--- src/hdl/assert_macros.svh ---
// Assertion macros shared by the height interpolation RTL.
`ifndef ASSERT_MACROS_SVH
`define ASSERT_MACROS_SVH

// Labeled concurrent assertion on the rising edge of clk, quiet while rst_n is low.
`define HTI_ASSERT(lbl, prop, msg) \
  lbl: assert property (@(posedge clk) disable iff (!rst_n) (prop)) else $error(msg);

// Labeled assertion whose consequent must hold in the cycle after its trigger.
`define HTI_ASSERT_NXT(lbl, ante, cons, msg) \
  lbl: assert property (@(posedge clk) disable iff (!rst_n) (ante) |=> (cons)) \
    else $error(msg);

`endif

--- src/hdl/hti_pkg.sv ---
// Shared types, widths and constants for the height interpolation unit.
package hti_pkg;

  localparam int GRID_MAX    = 256;
  localparam int FRAC_BITS   = 8;
  localparam int COORD_W     = 16;
  localparam int INT_W       = COORD_W - FRAC_BITS;
  localparam int SIZE_W      = 9;
  localparam int LIM_W       = SIZE_W + FRAC_BITS;
  localparam int ROW_W       = INT_W + SIZE_W;
  localparam int ADDR_W      = 16;
  localparam int STORE_DEPTH = 1 << ADDR_W;
  localparam int H_W         = 24;
  localparam int D_W         = H_W + 1;
  localparam int W_W         = FRAC_BITS + 1;
  localparam int P_W         = D_W + W_W + 1;
  localparam int T_W         = P_W - FRAC_BITS;
  localparam int S_W         = T_W + 2;
  localparam int N_CORNERS   = 4;

  localparam logic [SIZE_W-1:0] GRID_RESET = SIZE_W'(256);
  localparam logic [SIZE_W-1:0] GRID_MAX_V = SIZE_W'(GRID_MAX);
  localparam logic [SIZE_W-1:0] GRID_MIN_V = SIZE_W'(2);
  localparam logic [W_W-1:0]    ONE_FIX    = {1'b1, {FRAC_BITS{1'b0}}};

  localparam logic signed [S_W-1:0] H_MAX_S = S_W'((1 << (H_W - 1)) - 1);
  localparam logic signed [S_W-1:0] H_MIN_S = S_W'(-(1 << (H_W - 1)));

  // Corner positions in the cell: (x, z), (x+1, z), (x, z+1), (x+1, z+1).
  localparam int CRN_00 = 0;
  localparam int CRN_10 = 1;
  localparam int CRN_01 = 2;
  localparam int CRN_11 = 3;

  typedef enum logic {
    ACT_WRITE = 1'b0,
    ACT_QUERY = 1'b1
  } hti_action_t;

  typedef struct packed {
    logic                 in_range;
    logic                 upper;
    logic [FRAC_BITS-1:0] fx;
    logic [FRAC_BITS-1:0] fz;
  } hti_meta_t;

endpackage

--- src/hdl/hti_query_front.sv ---
// Range check, triangle select and corner address generation for a query.
module hti_query_front (
  input  logic [hti_pkg::SIZE_W-1:0]                      grid_size_i,
  input  logic [hti_pkg::COORD_W-1:0]                     x_coord_i,
  input  logic [hti_pkg::COORD_W-1:0]                     z_coord_i,
  output hti_pkg::hti_meta_t                              meta_o,
  output logic [hti_pkg::N_CORNERS-1:0][hti_pkg::ADDR_W-1:0] addr_o
);
  import hti_pkg::*;

  logic [SIZE_W-1:0]    size_eff;
  logic [LIM_W-1:0]     limit;
  logic [INT_W-1:0]     xi;
  logic [INT_W-1:0]     zi;
  logic [ROW_W-1:0]     row_base;
  logic [ADDR_W-1:0]    base;
  logic [ADDR_W-1:0]    size_a;
  logic [W_W-1:0]       frac_sum;

  // Clamp the grid side to the largest supported grid.
  assign size_eff = (grid_size_i > GRID_MAX_V) ? GRID_MAX_V : grid_size_i;
  assign limit    = {size_eff - SIZE_W'(1), {FRAC_BITS{1'b0}}};

  assign xi = x_coord_i[COORD_W-1:FRAC_BITS];
  assign zi = z_coord_i[COORD_W-1:FRAC_BITS];

  assign row_base = ROW_W'(xi) * ROW_W'(size_eff);
  assign base     = row_base[ADDR_W-1:0] + ADDR_W'(zi);
  assign size_a   = ADDR_W'(size_eff);

  // Addresses wrap modulo the store depth.
  assign addr_o[CRN_00] = base;
  assign addr_o[CRN_10] = base + size_a;
  assign addr_o[CRN_01] = base + ADDR_W'(1);
  assign addr_o[CRN_11] = base + size_a + ADDR_W'(1);

  assign frac_sum = W_W'(x_coord_i[FRAC_BITS-1:0]) + W_W'(z_coord_i[FRAC_BITS-1:0]);

  always_comb begin
    meta_o.in_range = (size_eff >= GRID_MIN_V)
                   && (LIM_W'(x_coord_i) < limit)
                   && (LIM_W'(z_coord_i) < limit);
    meta_o.upper    = (frac_sum >= ONE_FIX);
    meta_o.fx       = x_coord_i[FRAC_BITS-1:0];
    meta_o.fz       = z_coord_i[FRAC_BITS-1:0];
  end

endmodule

--- config.mk ---
export PLATFORM = sky130hd
export DESIGN_NAME = hti_query_front
export DESIGN_NICKNAME = d
export VERILOG_FILES = /design/src/hdl/assert_macros.svh /design/src/hdl/hti_pkg.sv /design/src/hdl/hti_query_front.sv
export SDC_FILE = /design/constraint.sdc
export NUM_CORES = 1
export LEC_CHECK = 0
export BUFFER_PORTS_ARGS = -buffer_cell sky130_fd_sc_hd__buf_2
export CORE_AREA = 8 8 113 115
export DETAILED_ROUTE_END_ITERATION = 7
export DIE_AREA = 0 0 121 123
export GPL_TIMING_DRIVEN = 0
export PLACE_DENSITY = 0.68
export SYNTH_ARGS = -nofsm -noshare
export SYNTH_HDL_FRONTEND = slang
export SYNTH_SLANG_ARGS = --single-unit
--- constraint.sdc ---
create_clock -name vclk -period 5.4
set_input_delay 0 -clock vclk [all_inputs]
set_output_delay 0 -clock vclk [all_outputs]
set_load 0.1 [all_outputs]
# ---- After elaboration in Yosys (flattened, before gate mapping)
# Index checks and enable logic that the tools add are counted.
dict set report totals {
  regBits 0
  inputBits 41
}
dict set report classes {
  add_sub_neg 6
  multipliers 1
  order_cmp 5
  mux 1
  reduce_logical 2
}
# op n
set ops {}
lappend ops {{$lt 16x17->1} 2}
lappend ops {{$add 16x1->16 const B} 2}
lappend ops {{$add 16x8->16} 1}
lappend ops {{$add 16x9->16} 1}
lappend ops {{$mul 8x9->16} 1}
lappend ops {{$add 8x8->9} 1}
lappend ops {{$ge 9x2->1 const B} 1}
lappend ops {{$ge 9x9->1 const B} 1}
lappend ops {{$gt 9x9->1 const B} 1}
lappend ops {{$mux 9} 1}
lappend ops {{$sub 9x1->9 const B} 1}
lappend ops {{$logic_and 1x1->1} 2}

# ---- Longest topological paths before layout
dict set report depth {
  word_depth 6
  ltp_mapped 27
  mapped_depth_nobuf 25
}

# ---- Worst setup path after synthesis
# OpenSTA, ideal clock, no wires.
dict set report synth_timing {
  path_kind {in2out}
  start {input grid_size_i[8] in the netlist's numbering}
  end {output addr_o[61] in the netlist's numbering}
  arrival_ns 10.167
  t_required_ns 5.400
  slack_ns -4.767
  cell_stages 22
  path_buffers 3
  cell_sequence {clkbuf_1 > clkbuf_1 > nor2_1 > and2_1 > fa_1 > fa_1 > inv_1 > fa_1 > fa_1 > inv_1 > ha_1 > buf_6 > xnor2_1 > ha_1 > o21ai_0 > or2b_2 > a21bo_2 > o21bai_4 > xor2_1 > and4_2 > a31oi_1 > xnor2_1}
}
# item line
set synth_lines {}
lappend synth_lines {{start: declaration} hti_query_front.sv:3} ;# input logic [hti_pkg::SIZE_W-1:0] grid_size_i,
lappend synth_lines {{end: declaration} hti_query_front.sv:7} ;# output logic [hti_pkg::N_CORNERS-1:0][hti_pkg::ADDR_W-1:0] addr_o

==> results.sh <==
export IMPL_max_slew_margin_rel=0.632
export IMPL_dp_hpwl_mm=10.6
export IMPL_antenna_diode_count=0
export IMPL_syn_num_nets=729
export IMPL_synth_seq_area_share=0
export IMPL_postCtsHoldBufs=0
export IMPL_critical_path_required_ns=5.40
export IMPL_syn_avg_cell_area_sq_um=8.05
export IMPL_yosys_area_top_type="fa_1"
export IMPL_fp_dieArea_sq_mm=0.0149
export IMPL_num_vias=4597
export IMPL_grt_start_max_net_pins=13
export IMPL_yosys_warnings=0
export IMPL_place_gp_congestion=0.833
export IMPL_period_share=1.04
export IMPL_syn_area_sq_mm=0.00457
export IMPL_maxCapViolations=0
export IMPL_grt_pass1_vias=4685
export IMPL_synthCells=568
export IMPL_whs_path_depth=3
export IMPL_portBuffers=122
export IMPL_nFlopsAndLatches=0
export IMPL_routed_wirelength_mm=13.9
export IMPL_clkbuf_count=0
export IMPL_worstPathArrival_ns=5.61
export IMPL_cp_common_cell="fa_1"
export IMPL_worst_setup_path_start_kind="input pin"
export IMPL_use_met1=0.208
export IMPL_wl_per_cell_microns=15.4
export IMPL_hold_class="input pin to primary output"
export IMPL_core_area_sq_mm=0.0111
export IMPL_grt_busiest_layer="met2"
export IMPL_fin_ws_ns=-0.207
export IMPL_hold_violations=0
export IMPL_initial_core_util=0.413
export IMPL_status="finished with violations"
export IMPL_drc=0
export IMPL_die_w_microns=121
export IMPL_layout_drive_gt1_share=0.501
export IMPL_first_pass_iters=4
export IMPL_crit_fanout=7
export IMPL_die_h_microns=123
export IMPL_drv_slew=0
export IMPL_grt_total_usage=0.171
export IMPL_antenna_found_initial=0
export IMPL_cpPeakStageDelay_ns=0.49
export IMPL_tightest_slew_ns=0.548
export IMPL_seq_area_sq_um=0
export IMPL_hold_path_startpoint="x_coord_i[3]"
export IMPL_dr_first_iter_drc_count=110
export IMPL_rsz0062_at_grt="true"
export IMPL_cpMaxStageDelayCell="fa_1"
export IMPL_setup_viol=4
export IMPL_overflow=0
export IMPL_row_count=39
export IMPL_path_class="input pin to primary output"
export IMPL_period_needed_ns=5.61
export IMPL_critPathBufInv=8
export IMPL_ant_nets=0
export IMPL_synth_area_top_cells="fa_1, ha_1, and2_1, inv_1, xnor2_1"
export IMPL_synth_top_cell_area_share=0.219
export IMPL_use_met2=0.323
export IMPL_finalSetupTns_ns=-0.656
export IMPL_synthDistinctLibCells=66
export IMPL_nNetsFinal=925
export IMPL_final_cell_mix="buf_2, inv_1, buf_4"
export IMPL_grt_pass1_wl_mm=21.6
export IMPL_via_per_inst=5.08
export IMPL_violations="negative setup slack"
export IMPL_clock_fmax_ghz=0.178
export IMPL_area_growth_pct=66.0
export IMPL_multiInputGateArea_sq_mm=0.00522
export IMPL_crit_family="adder cells"
export IMPL_whs_endpoint="meta_o[11]"
export IMPL_n_fill_cell=837
export IMPL_ioPinCount=123
export IMPL_grt_met3_usage=0.0183
export IMPL_final_common_cell="buf_2"
export IMPL_cp_end_kind="primary output"
==> metal layers <==
layer	vias up	share of wire
li1	2230	-
met1	2233	0.40
met2	120	0.53
met3	14	0.058
met4	0	0.011
met5	-	0
==> worst min-delay path, delay by kind of cell <==
kind | cells | cell delay, ns
buf+inv | 3 | 0.51
==> cell type report <==
type,instances,area share
multi-input cells,441,0.688
inverters,92,0.0468
repair buffers,199,0.201
plain buffers,30,0.0404
well taps,143,0.0236
==> synth_stat cells (all sizes together) (3+ instances only) <==
cell type  instances
and2              56
a211oi             5
nand3             12
and3               4
o21ai             13
nor2b             10
nand2             38
nor2              25
ha                70
buf               23
fa                50
clkbuf            12
or2                3
nor3               8
a21o               8
nand2b             4
nand4              4
a21oi             20
xnor2             38
inv               92
or3                3
xor2              19
nor4               3
a31oi              3
a41o               3
o21a              12
==> repair_timing <==
action,4_1_cts,5_1_grt
setup buffers,46,29
gates cloned,2,0
setup endpoints to repair,22,22
gates resized for setup,74,99
hold endpoints to repair,0,0
pin swaps,41,70
==> worst max path at each step <==
stage,endpoint,startpoint,depth (start not counted)
2_1_floorplan,addr_o[63],grid_size_i[8],24
3_3_place_gp,addr_o[63],grid_size_i[8],27
3_5_place_dp,addr_o[63],grid_size_i[8],27
4_1_cts,addr_o[63],grid_size_i[8],28
5_1_grt,addr_o[63],grid_size_i[8],27
6_report,addr_o[63],grid_size_i[8],28
==> cell families (layout without fill, tap and decap cells) <==
family	Yosys count	after routing	share of synthesized area
and+or+nand+nor	177	177	0.212
adders and majority gates	120	120	0.411
xor gates and xnor gates	57	57	0.114
AOI/OAI and AO/OA	87	87	0.138
buffers and inverters	127	321	0.125
==> stage by stage <==
step                hold slack [ns]  setup WS, ns   util  cells  area, sq um
floorplan                     0.212         -2.07      -    568         5450
global placement              0.501        -0.797  0.563    833         6240
detailed placement            0.503        -0.850  0.563    833         6240
CTS                           0.503        -0.255  0.631    879         6990
global route                  0.507        -0.414  0.685    905         7590
finish                        0.503        -0.207  0.685    905         7590
Power is left out: the tool's default activity adds up to more than one toggle a clock period on the data nets, which glitch-free logic cannot reach.
