==> config.mk <==
export PLATFORM = sky130hd
export DESIGN_NAME = hti_interp
export DESIGN_NICKNAME = d
export VERILOG_FILES = /design/src/hdl/hti_pkg.sv /design/src/hdl/hti_interp.sv
export VERILOG_INCLUDE_DIRS = /design/src /design/src/hdl
export SDC_FILE = /design/constraint.sdc
export NUM_CORES = 1
export LEC_CHECK = 0
export BUFFER_PORTS_ARGS = -buffer_cell sky130_fd_sc_hd__buf_4
export CORE_AREA = 2 2 204 206
export DETAILED_ROUTE_END_ITERATION = 12
export DIE_AREA = 0 0 206 208
export HOLD_SLACK_MARGIN = 0.15
export PLACE_DENSITY = 0.84
export SLEW_MARGIN = 30
export SYNTH_ARGS = -nofsm -noshare
export SYNTH_HDL_FRONTEND = slang
export SYNTH_SLANG_ARGS = --single-unit
==> constraint.sdc <==
create_clock -name clk -period 8.4 [get_ports clk]
set_input_delay 0.84 -clock clk [delete_from_list [all_inputs] [get_ports clk]]
set_output_delay 0.84 -clock clk [all_outputs]
set_load 0.01 [all_outputs]
==> src/hdl/assert_macros.svh <==
// Assertion macros shared by the height interpolation RTL.
`ifndef ASSERT_MACROS_SVH
`define ASSERT_MACROS_SVH

// Labeled concurrent assertion on the rising edge of clk, quiet while rst_n is low.
`define HTI_ASSERT(lbl, prop, msg) \
  lbl: assert property (@(posedge clk) disable iff (!rst_n) (prop)) else $error(msg);

// Labeled assertion whose consequent must hold in the cycle after its trigger.
`define HTI_ASSERT_NXT(lbl, ante, cons, msg) \
  lbl: assert property (@(posedge clk) disable iff (!rst_n) (ante) |=> (cons)) \
    else $error(msg);

`endif

==> src/hdl/hti_pkg.sv <==
// Shared types, widths and constants for the height interpolation unit.
package hti_pkg;

  localparam int GRID_MAX    = 256;
  localparam int FRAC_BITS   = 8;
  localparam int COORD_W     = 16;
  localparam int INT_W       = COORD_W - FRAC_BITS;
  localparam int SIZE_W      = 9;
  localparam int LIM_W       = SIZE_W + FRAC_BITS;
  localparam int ROW_W       = INT_W + SIZE_W;
  localparam int ADDR_W      = 16;
  localparam int STORE_DEPTH = 1 << ADDR_W;
  localparam int H_W         = 24;
  localparam int D_W         = H_W + 1;
  localparam int W_W         = FRAC_BITS + 1;
  localparam int P_W         = D_W + W_W + 1;
  localparam int T_W         = P_W - FRAC_BITS;
  localparam int S_W         = T_W + 2;
  localparam int N_CORNERS   = 4;

  localparam logic [SIZE_W-1:0] GRID_RESET = SIZE_W'(256);
  localparam logic [SIZE_W-1:0] GRID_MAX_V = SIZE_W'(GRID_MAX);
  localparam logic [SIZE_W-1:0] GRID_MIN_V = SIZE_W'(2);
  localparam logic [W_W-1:0]    ONE_FIX    = {1'b1, {FRAC_BITS{1'b0}}};

  localparam logic signed [S_W-1:0] H_MAX_S = S_W'((1 << (H_W - 1)) - 1);
  localparam logic signed [S_W-1:0] H_MIN_S = S_W'(-(1 << (H_W - 1)));

  // Corner positions in the cell: (x, z), (x+1, z), (x, z+1), (x+1, z+1).
  localparam int CRN_00 = 0;
  localparam int CRN_10 = 1;
  localparam int CRN_01 = 2;
  localparam int CRN_11 = 3;

  typedef enum logic {
    ACT_WRITE = 1'b0,
    ACT_QUERY = 1'b1
  } hti_action_t;

  typedef struct packed {
    logic                 in_range;
    logic                 upper;
    logic [FRAC_BITS-1:0] fx;
    logic [FRAC_BITS-1:0] fz;
  } hti_meta_t;

endpackage

==> src/hdl/hti_interp.sv <==
// Interpolation pipeline: corner differences, weighted products, sum and clamp.
module hti_interp (
  input  logic                                            clk,
  input  logic                                            rst_n,
  input  logic                                            en_i,
  input  logic                                            query_i,
  input  hti_pkg::hti_meta_t                              meta_i,
  input  logic [hti_pkg::N_CORNERS-1:0][hti_pkg::H_W-1:0] corner_i,
  output logic                                            res_vld_o,
  output logic [hti_pkg::H_W-1:0]                         res_height_o,
  output logic                                            res_in_range_o
);
  import hti_pkg::*;
  `include "assert_macros.svh"

  // Stage 1: query tag alongside the bank read data.
  logic                  s1_vld_r;
  hti_meta_t             s1_meta_r;

  // Stage 2: selected base corner, differences and weights.
  logic                  s2_vld_r;
  logic                  s2_inr_r;
  logic signed [H_W-1:0] s2_base_r, s2_base_nxt;
  logic signed [D_W-1:0] s2_d1_r, s2_d1_nxt;
  logic signed [D_W-1:0] s2_d2_r, s2_d2_nxt;
  logic [W_W-1:0]        s2_w1_r, s2_w1_nxt;
  logic [W_W-1:0]        s2_w2_r, s2_w2_nxt;

  // Stage 3: products.
  logic                  s3_vld_r;
  logic                  s3_inr_r;
  logic signed [H_W-1:0] s3_base_r;
  logic signed [P_W-1:0] s3_p1_r, s3_p1_nxt;
  logic signed [P_W-1:0] s3_p2_r, s3_p2_nxt;

  logic signed [H_W-1:0] h00, h10, h01, h11;
  logic signed [T_W-1:0] t1, t2;
  logic signed [S_W-1:0] sum;
  logic signed [S_W-1:0] sat;

  assign h00 = $signed(corner_i[CRN_00]);
  assign h10 = $signed(corner_i[CRN_10]);
  assign h01 = $signed(corner_i[CRN_01]);
  assign h11 = $signed(corner_i[CRN_11]);

  always_ff @(posedge clk) begin
    if (!rst_n) begin
      s1_vld_r <= 1'b0;
      s2_vld_r <= 1'b0;
      s3_vld_r <= 1'b0;
    end else if (en_i) begin
      s1_vld_r <= query_i;
      s2_vld_r <= s1_vld_r;
      s3_vld_r <= s2_vld_r;
    end
  end

  always_comb begin
    if (s1_meta_r.upper) begin
      s2_base_nxt = h11;
      s2_d1_nxt   = D_W'(h10) - D_W'(h11);
      s2_d2_nxt   = D_W'(h01) - D_W'(h11);
      s2_w1_nxt   = ONE_FIX - W_W'(s1_meta_r.fz);
      s2_w2_nxt   = ONE_FIX - W_W'(s1_meta_r.fx);
    end else begin
      s2_base_nxt = h00;
      s2_d1_nxt   = D_W'(h10) - D_W'(h00);
      s2_d2_nxt   = D_W'(h01) - D_W'(h00);
      s2_w1_nxt   = W_W'(s1_meta_r.fx);
      s2_w2_nxt   = W_W'(s1_meta_r.fz);
    end
  end

  assign s3_p1_nxt = P_W'(s2_d1_r) * P_W'($signed({1'b0, s2_w1_r}));
  assign s3_p2_nxt = P_W'(s2_d2_r) * P_W'($signed({1'b0, s2_w2_r}));

  always_ff @(posedge clk) begin
    if (en_i) begin
      s1_meta_r <= meta_i;
      s2_inr_r  <= s1_meta_r.in_range;
      s2_base_r <= s2_base_nxt;
      s2_d1_r   <= s2_d1_nxt;
      s2_d2_r   <= s2_d2_nxt;
      s2_w1_r   <= s2_w1_nxt;
      s2_w2_r   <= s2_w2_nxt;
      s3_inr_r  <= s2_inr_r;
      s3_base_r <= s2_base_r;
      s3_p1_r   <= s3_p1_nxt;
      s3_p2_r   <= s3_p2_nxt;
    end
  end

  // Arithmetic right shift floors toward minus infinity.
  assign t1  = s3_p1_r[P_W-1:FRAC_BITS];
  assign t2  = s3_p2_r[P_W-1:FRAC_BITS];
  assign sum = S_W'(s3_base_r) + S_W'(t1) + S_W'(t2);

  always_comb begin
    priority if (sum > H_MAX_S) begin
      sat = H_MAX_S;
    end else if (sum < H_MIN_S) begin
      sat = H_MIN_S;
    end else begin
      sat = sum;
    end
  end

  assign res_vld_o      = s3_vld_r;
  assign res_in_range_o = s3_inr_r;
  assign res_height_o   = s3_inr_r ? sat[H_W-1:0] : '0;

  `HTI_ASSERT(a_weights_in_cell,
    s2_vld_r |-> ((W_W+1)'(s2_w1_r) + (W_W+1)'(s2_w2_r) <= (W_W+1)'(ONE_FIX)),
    "triangle weights exceed one")
  `HTI_ASSERT_NXT(a_s3_holds_on_stall, !en_i && s3_vld_r,
    s3_vld_r && $stable(s3_p1_r) && $stable(s3_p2_r),
    "product stage changed while stalled")

endmodule

=== After elaboration in Yosys (flattened, before gate mapping) ===
Index checks and enable logic that the tools add are counted.
Widths: inputs -> output; s select.

* Bits in registers: 209
* Bits of input ports: 118
* Output and inout port bits: 26

* Add/subtract/negate cells: 8
* $mul: 2
* $lt $le $gt $ge: 2
* Mux-type cells: 8

{| class="wikitable"
|+ Operators by type and width
! operator !! count
|-
| $sub 24x24->25 || 4
|-
| $mux 24 || 4
|-
| $mul 25x10->35 || 2
|-
| $mux 25 || 2
|-
| $add 28x27->29 || 1
|-
| $gt 29x24->1 const B || 1
|-
| $lt 29x24->1 const B || 1
|-
| $add 24x27->28 || 1
|-
| $sub 9x8->9 const A || 2
|-
| $mux 8 || 2
|}

=== Logic depth before layout (Yosys ltp) ===
Gate-level depths: netlist (run 1).

* Depth after elaboration: 6
* Depth in mapped cells: 23

=== Worst setup path before layout (run 1) ===
Ideal clock, no wire load.

* Kind: register to register
* Start: register s2_w2_r[1]
* End: register s3_p2_r[34] (data pin)
* Setup time: 262 ps
* Arrival: 5581 ps
* Data required time: 8138 ps
* Path slack: 2557 ps
* Stages on the path, launching flop included: 21
* Clock period less this slack: 5843 ps
* Cell sequence: edfxtp_1 > clkbuf_1 > clkbuf_1 > nand2_1 > fa_1 > inv_1 > fa_1 > fa_1 > fa_1 > inv_1 > fa_1 > inv_1 > ha_1 > and4_1 > a41oi_1 > a311oi_1 > nor3_1 > o211ai_1 > a2111oi_2 > o31ai_1 > xnor2_1

* Cells in the longest elaborated chain, start to end: 1

{| class="wikitable"
|+ Ends and longest elaborated chain
! element !! RTL line !! RTL
|-
| start, declared || hti_interp.sv:27 || <nowiki>logic [W_W-1:0] s2_w2_r, s2_w2_nxt;</nowiki>
|-
| start signal, assigned || hti_interp.sv:85 || <nowiki>s2_w2_r <= s2_w2_nxt;</nowiki>
|-
| $mul 25x10->35 || hti_interp.sv:75 || <nowiki>assign s3_p2_nxt = P_W'(s2_d2_r) * P_W'($signed({1'b0, s2_w2_r}));</nowiki>
|-
| named net s3_p2_nxt[34] || hti_interp.sv:34 || <nowiki>logic signed [P_W-1:0] s3_p2_r, s3_p2_nxt;</nowiki>
|-
| end signal, assigned || hti_interp.sv:89 || <nowiki>s3_p2_r <= s3_p2_nxt;</nowiki>
|-
| end, declared || hti_interp.sv:34 ||
|}

The timed path passes the listed nets, and every way through them passes these cells.
A chain may end at the register's enable or synchronous reset.

=== Worst setup path after layout (run 1) ===
Same ends and word-level chain as after synthesis.

==> results of run 1 <==
-- flip-flops by register name (all words and copies together), names as in the netlist --
signal / flops
s3_p1_r: 27
s3_p2_r: 27
s2_d1_r: 25
s2_d2_r: 25
s2_base_r: 24
s3_base_r: 24
s1_meta_r: 18
s2_w1_r: 9
s2_w2_r: 9
res_in_range_o: 1
res_vld_o: 1
s1_vld_r: 1
s2_inr_r: 1
s2_vld_r: 1
-- kinds of logic after synthesis --
logic type,Yosys count
XOR/XNOR,124
AO/OA/AOI/OAI,312
AND/OR/NAND/NOR,720
multiplexers,41
adder cells (fa/ha/maj),621
buffers and inverters,570
flip-flops,193
-- cells in the mapped netlist, drive strengths merged, types with 3 or more instances --
cell       n
o2111ai    6
mux2i     28
a211oi    15
a21oi     78
nand2b    14
nor3b      3
mux2      13
buf       27
nand3     25
nor3      31
or3       10
o2111a     3
o211ai     7
inv      488
a21o      43
or2        3
o21a      17
and3       8
o31a       6
nor4       6
and2     216
a41oi      3
a21boi     3
a2bb2oi    3
clkbuf    55
o21bai     8
nand2    286
a31oi      8
o41ai      3
o31ai     10
edfxtp   190
o21ai     78
xor2      40
ha       223
nor2b     22
xnor2     84
nor2      78
nand4      7
dfxtp      3
fa       398
o22ai      3
a311oi     3
-- worst max-delay path by stage --
stage	from	to	slack [ps]	cells after the start
2_1_floorplan	s2_w2_r[1]	s3_p2_r[34]	2560	20
3_3_place_gp	s2_w2_r[1]	s3_p2_r[34]	1980	18
3_5_place_dp	s2_w2_r[1]	s3_p2_r[34]	1710	18
4_1_cts	s2_w2_r[1]	s3_p2_r[34]	1660	18
5_1_grt	s2_w2_r[1]	s3_p2_r[34]	1250	19
6_report	s2_w2_r[1]	s3_p2_r[34]	1570	18
-- cell type report --
cell class	instances	area [µm²]
antenna	4	10.01
tap	532	665.6
multi-input combinational	1818	17930
clock buffer	17	425.4
timing repair buffer	162	1244
fill	2964	12470
clock inverter	15	203.9
inverter	488	1832
sequential	193	5766
-- routing by layer --
metal,vias to the layer above,track usage
met5,-,0
met4,0,0.1214
met3,159,0.06971
met2,822,0.4994
met1,9168,0.3900
li1,8454,-
-- stage by stage --
step	instance area [µm²]	cells	hold WS [ps]	utilization
after floorplan	25850	2581	400.3	-
after global placement	27400	3192	401.3	0.6756
after detailed placement	27410	3192	404.5	0.6759
after global routing	28070	3225	426.7	0.6922
final	28080	3229	420.6	0.6924
after CTS	28040	3224	422.2	0.6914
==> flow_metrics.py, run 1 <==
metrics = {
    "cts": {
        "cts_setup_buffers": 0,
        "cts_buffer_depth": 2,
        "cts.clk_slew.worst_paths_ps": 90,
        "htreeDepth": 4,
        "cts_hold_buf": 0,
        "cts-root-buf": "clkbuf_16",
        "insertion_delay_ps": 480,
        "cts_tree": "built",
        "ctsResizeCount": 0,
        "cts_made_buffers": 17,
        "cts_sinks": 193,
    },
    "sta": {
        "worst_pin_slew_ps": 951.9,
        "fin_setup_tns_ps": 0,
        "hold_viol_final": 0,
        "setup_ws_ps": 1575,
        "rsz0062_at_grt": "no",
        "setup_viol": 0,
        "fmax_mhz": 146.5,
        "min_period_ps": 6825,
        "slew_violations": 0,
        "fin_skew_ps": 22.49,
        "timing.final.crit_share": 0.8125,
        "maxSlewHeadroom": 0.3654,
    },
    "worst_setup_path": {
        "path_class": "flip-flop to flip-flop",
        "worst-r2r-cell-count": 18,
        "path_max_fanout": 25,
        "cpPeakStageDelay_ps": 960,
        "path_delay_family": "adder cells",
        "r2r_setup_slack_ps": 1570,
        "r2r-end": "s3_p2_r[34]",
        "cpMostUsedCell": "fa_1",
        "cp.buffers_inverters": 3,
        "end_kind": "flip-flop",
        "critPathLaunchType": "flip-flop",
        "crit_arrival_ps": 7040,
        "regToRegStartpoint": "s2_w2_r[1]",
        "crit_chain": "nand2_1, fa_1, inv_1, fa_1, inv_1, fa_1, inv_1, fa_1, fa_1, ha_1, and4_1, a41oi_1, a311oi_1, nor3_1, o211ai_1, a2111oi_2, o31ai_1, xnor2_1",
        "required_ps": 8620,
        "crit_slowest_cell": "edfxtp_1",
    },
    "synthesis": {
        "synthAdderAreaFrac": 0.4161,
        "synth_cell_types": 77,
        "synth.area.top_cells": "fa_1, edfxtp_1, ha_1",
        "synth_edf_count": 190,
        "synth-compound-area-share": 0.08107,
        "synth_area_per_cell_um2": 10.02,
        "async_reset_ff_frac": 0,
        "syn-num-nets": 3320,
        "synth_simple_gate_area_frac": 0.1375,
        "synth_top_area_frac": 0.3082,
        "synth_top_area_cell": "fa_1",
        "synth_top_flop_cell": "edfxtp_1",
        "synth_xor_area_frac": 0.04201,
        "synthMuxAreaShare": 0.01650,
        "yosysWarningCount": 0,
        "syn_area_mm2": 0.02585,
        "netlist_instances": 2581,
        "synth_top_family_by_area": "adder cells",
        "ys_ff_latch": 193,
        "ys_seq_area_frac": 0.2230,
    },
    "drt": {
        "wl_met3_mm": 5.719,
        "num_vias": 18600,
        "highest_layer": "met4",
        "met2_length_mm": 29.34,
        "m1WireLength_mm": 23.87,
        "postRouteAntennaNets": 0,
        "wl_mm": 61.37,
        "drtIter0Drc": 1731,
        "drc": 0,
        "vias_per_cell": 5.761,
        "drt_pass1_iterations": 6,
        "wl_per_cell_um": 19.01,
    },
    "floorplan": {
        "io_pins": 144,
        "coreArea_mm2": 0.04055,
        "die_x_um": 206,
        "die_y_um": 208,
        "initial_core_util": 0.6375,
        "die_area_mm2": 0.04285,
        "core.rowCount": 74,
    },
    "place": {
        "dp_hpwl_mm": 49.71,
        "routabilityCongestion": 0.9271,
        "place_worst_setup_slack_ps": 1714,
        "port_buffers": 143,
    },
    "worst_hold_path": {
        "hold_path_class": "flip-flop to flip-flop",
        "min_from": "s2_base_r[23]",
        "hold_end": "s3_base_r[23]",
        "whs_path_depth": 0,
    },
    "global_route": {
        "overflow": 0,
        "grt_max_degree": 127,
        "grt.total_usage": 0.3038,
        "antenna_found_initial": 3,
        "grt_pass1_wl_mm": 100.1,
        "grt_pass1_vias": 19940,
    },
    "cells_and_area": {
        "nets": 3419,
        "layout_commonest_cell": "inv_1",
        "drive_above_1_share": 0.08578,
        "synthToLayoutAreaGrowth_pct": 8.615,
        "final_cell_mix": "inv_1, fa_1, nand2_1, ha_1, and2_1",
    },
    "outcome": {
        "status": "finished clean",
    },
    "job": {
        "drv_cap": 0,
    },
}
Power of run 1 is not shown: default switching activity piles up to over one toggle a cycle in this logic, so the estimate is an artifact.
==> inputs of run 2 (changes only) <==
--- a/config.mk
+++ b/config.mk
@@ -7,11 +7,11 @@
 export NUM_CORES = 1
 export LEC_CHECK = 0
 export BUFFER_PORTS_ARGS = -buffer_cell sky130_fd_sc_hd__buf_4
-export CORE_AREA = 2 2 204 206
+export CORE_AREA = 2 2 215 217
 export DETAILED_ROUTE_END_ITERATION = 12
-export DIE_AREA = 0 0 206 208
+export DIE_AREA = 0 0 217 219
 export HOLD_SLACK_MARGIN = 0.15
-export PLACE_DENSITY = 0.84
+export PLACE_DENSITY = 0.79
 export SLEW_MARGIN = 30
 export SYNTH_ARGS = -nofsm -noshare
 export SYNTH_HDL_FRONTEND = slang
==> constraint.sdc (replaced) <==
create_clock -name clk -period 6 [get_ports clk]
set_input_delay 0.6 -clock clk [delete_from_list [all_inputs] [get_ports clk]]
set_output_delay 0.6 -clock clk [all_outputs]
set_load 0.01 [all_outputs]
==> run 2 against run 1 <==
Sequential cell count did not move; clock-buffer cell count did not move; cell area rose by 2.4%; sequential share of layout area fell by 0.48 points; largest cell class unchanged.
==> flow_metrics.py, run 2 (synthesized netlist as in run 1, its figures left out) <==
metrics = {
    "floorplan": {
        "io_pins": 144,
        "core.rowCount": 78,
        "die_area_mm2": 0.04752,
        "initial_core_util": 0.5734,
        "die_y_um": 219,
        "die_x_um": 217,
        "coreArea_mm2": 0.04509,
    },
    "cells_and_area": {
        "multiInputGateArea_mm2": 0.01803,
        "synthToLayoutAreaGrowth_pct": 11.19,
        "final_cell_mix": "inv_1, fa_1, nand2_1, ha_1, and2_1",
        "layout_commonest_cell": "inv_1",
        "final_core_util": 0.6376,
        "fillers": 3532,
        "n_antenna_cell": 0,
        "nets": 3478,
        "stdcell_count": 3352,
        "reg.largest.list": "s3_p1_r: 27 flops, s3_p2_r: 27 flops",
        "seq_area_mm2": 0.005766,
        "drive_above_1_share": 0.1119,
    },
    "sta": {
        "hold_viol_final": 0,
        "maxSlewHeadroom": 0.3069,
        "timing.final.crit_share": 0.9818,
        "setup_ws_ps": 109.4,
        "setup_viol": 0,
        "min_period_ps": 5891,
        "rsz0062_at_grt": "yes",
        "fin_skew_ps": 15.23,
        "slew_violations": 0,
        "worst_pin_slew_ps": 1011,
        "fmax_mhz": 169.8,
    },
    "global_route": {
        "grt_max_degree": 82,
        "grt.total_usage": 0.2754,
        "grt_pass1_wl_mm": 100.7,
        "grt_pass1_vias": 19510,
        "overflow": 0,
        "antenna_found_initial": 1,
    },
    "place": {
        "placedCellCount": 3285,
        "place_worst_setup_slack_ps": -252.3,
        "routabilityCongestion": 0.9299,
        "port_buffers": 143,
        "dp_hpwl_mm": 52.22,
    },
    "cts": {
        "cts_made_buffers": 17,
        "cts_buffer_depth": 2,
        "htreeDepth": 4,
        "cts-root-buf": "clkbuf_16",
        "cts_hold_buf": 0,
        "insertion_delay_ps": 470,
        "cts_sinks": 193,
        "cts_tree": "built",
        "cts.clk_slew.worst_paths_ps": 90,
    },
    "worst_setup_path": {
        "regToRegStartpoint": "s2_d2_r[14]",
        "cp.buffers_inverters": 3,
        "path_delay_family": "adder cells",
        "end_kind": "flip-flop",
        "path_max_fanout": 8,
        "crit_slowest_cell": "fa_1",
        "critPathLaunchType": "flip-flop",
        "cpMostUsedCell": "fa_1",
        "required_ps": 6210,
        "crit_arrival_ps": 6100,
        "setup.worst_path.start": "s2_d2_r[14]",
        "cpPeakStageDelay_ps": 580,
        "path_class": "flip-flop to flip-flop",
        "crit_chain": "and2_1, fa_1, fa_1, fa_1, fa_1, inv_1, fa_1, inv_1, ha_1, nand2_1, nor3_1, o31ai_2, a311oi_2, buf_4, nor3_4, o211ai_1, a2111oi_2, o31ai_1, xnor2_1",
    },
    "worst_hold_path": {
        "min_from": "meta_i[17]",
        "hold_path_class": "input port to flip-flop",
    },
    "drt": {
        "drtIter0Drc": 1337,
        "num_vias": 18490,
        "wl_per_cell_um": 18.78,
        "drc": 0,
        "postRouteAntennaNets": 0,
        "wl_mm": 62.95,
        "drt_pass1_iterations": 5,
        "vias_per_cell": 5.516,
    },
    "job": {
        "drv_cap": 0,
    },
    "outcome": {
        "status": "finished clean",
    },
}
[run 2: repair_timing]
| item | CTS | global route |
|---|---|---|
| buffers inserted | 3 | 31 |
| gates cloned | 0 | 1 |
| resized for setup | 2 | 13 |
| pin swaps | 2 | 7 |
| setup endpoints to repair | 7 | 14 |
[run 2: path summary, 6_finish.rpt]
kind / endpoint / slack (ps) / depth (start not counted)
max: s3_p2_r[34] / 110 / 19
min: s1_meta_r[17] / 310 / 1
min reg2reg: s3_base_r[8] / 420 / 0
max reg2reg: s3_p2_r[34] / 110 / 19
[run 2: metal layers]
metal	wire length [µm]	GRT usage	vias up
li1	-	-	8550
met1	25780	0.3644	9166
met2	29490	0.4542	690
met3	5373	0.04837	84
met4	2297	0.1082	0
met5	0	0	-
[run 2: per-stage QoR]
step / TNS, ps / hold WS [ps] / area, µm²
floorplan: 0 / 400.3 / 25850
global route: -146.8 / 289.0 / 28750
finish: 0 / 306.3 / 28750
detailed placement: -744.5 / 404.5 / 27790
global placement: -80.35 / 402.4 / 27770
CTS: 0 / 283.8 / 28410
[run 2: area by class of cell]
cell class                      instances  share of cell area
Tap cell                              600             0.02612
Sequential cell                       193              0.2006
Clock inverter                         15            0.005789
Clock buffer                           17             0.01480
Timing Repair Buffer                  221             0.06185
Multi-Input combinational cell       1818              0.6272
Inverter                              488             0.06372
Power of run 2 is left out for the same reason.
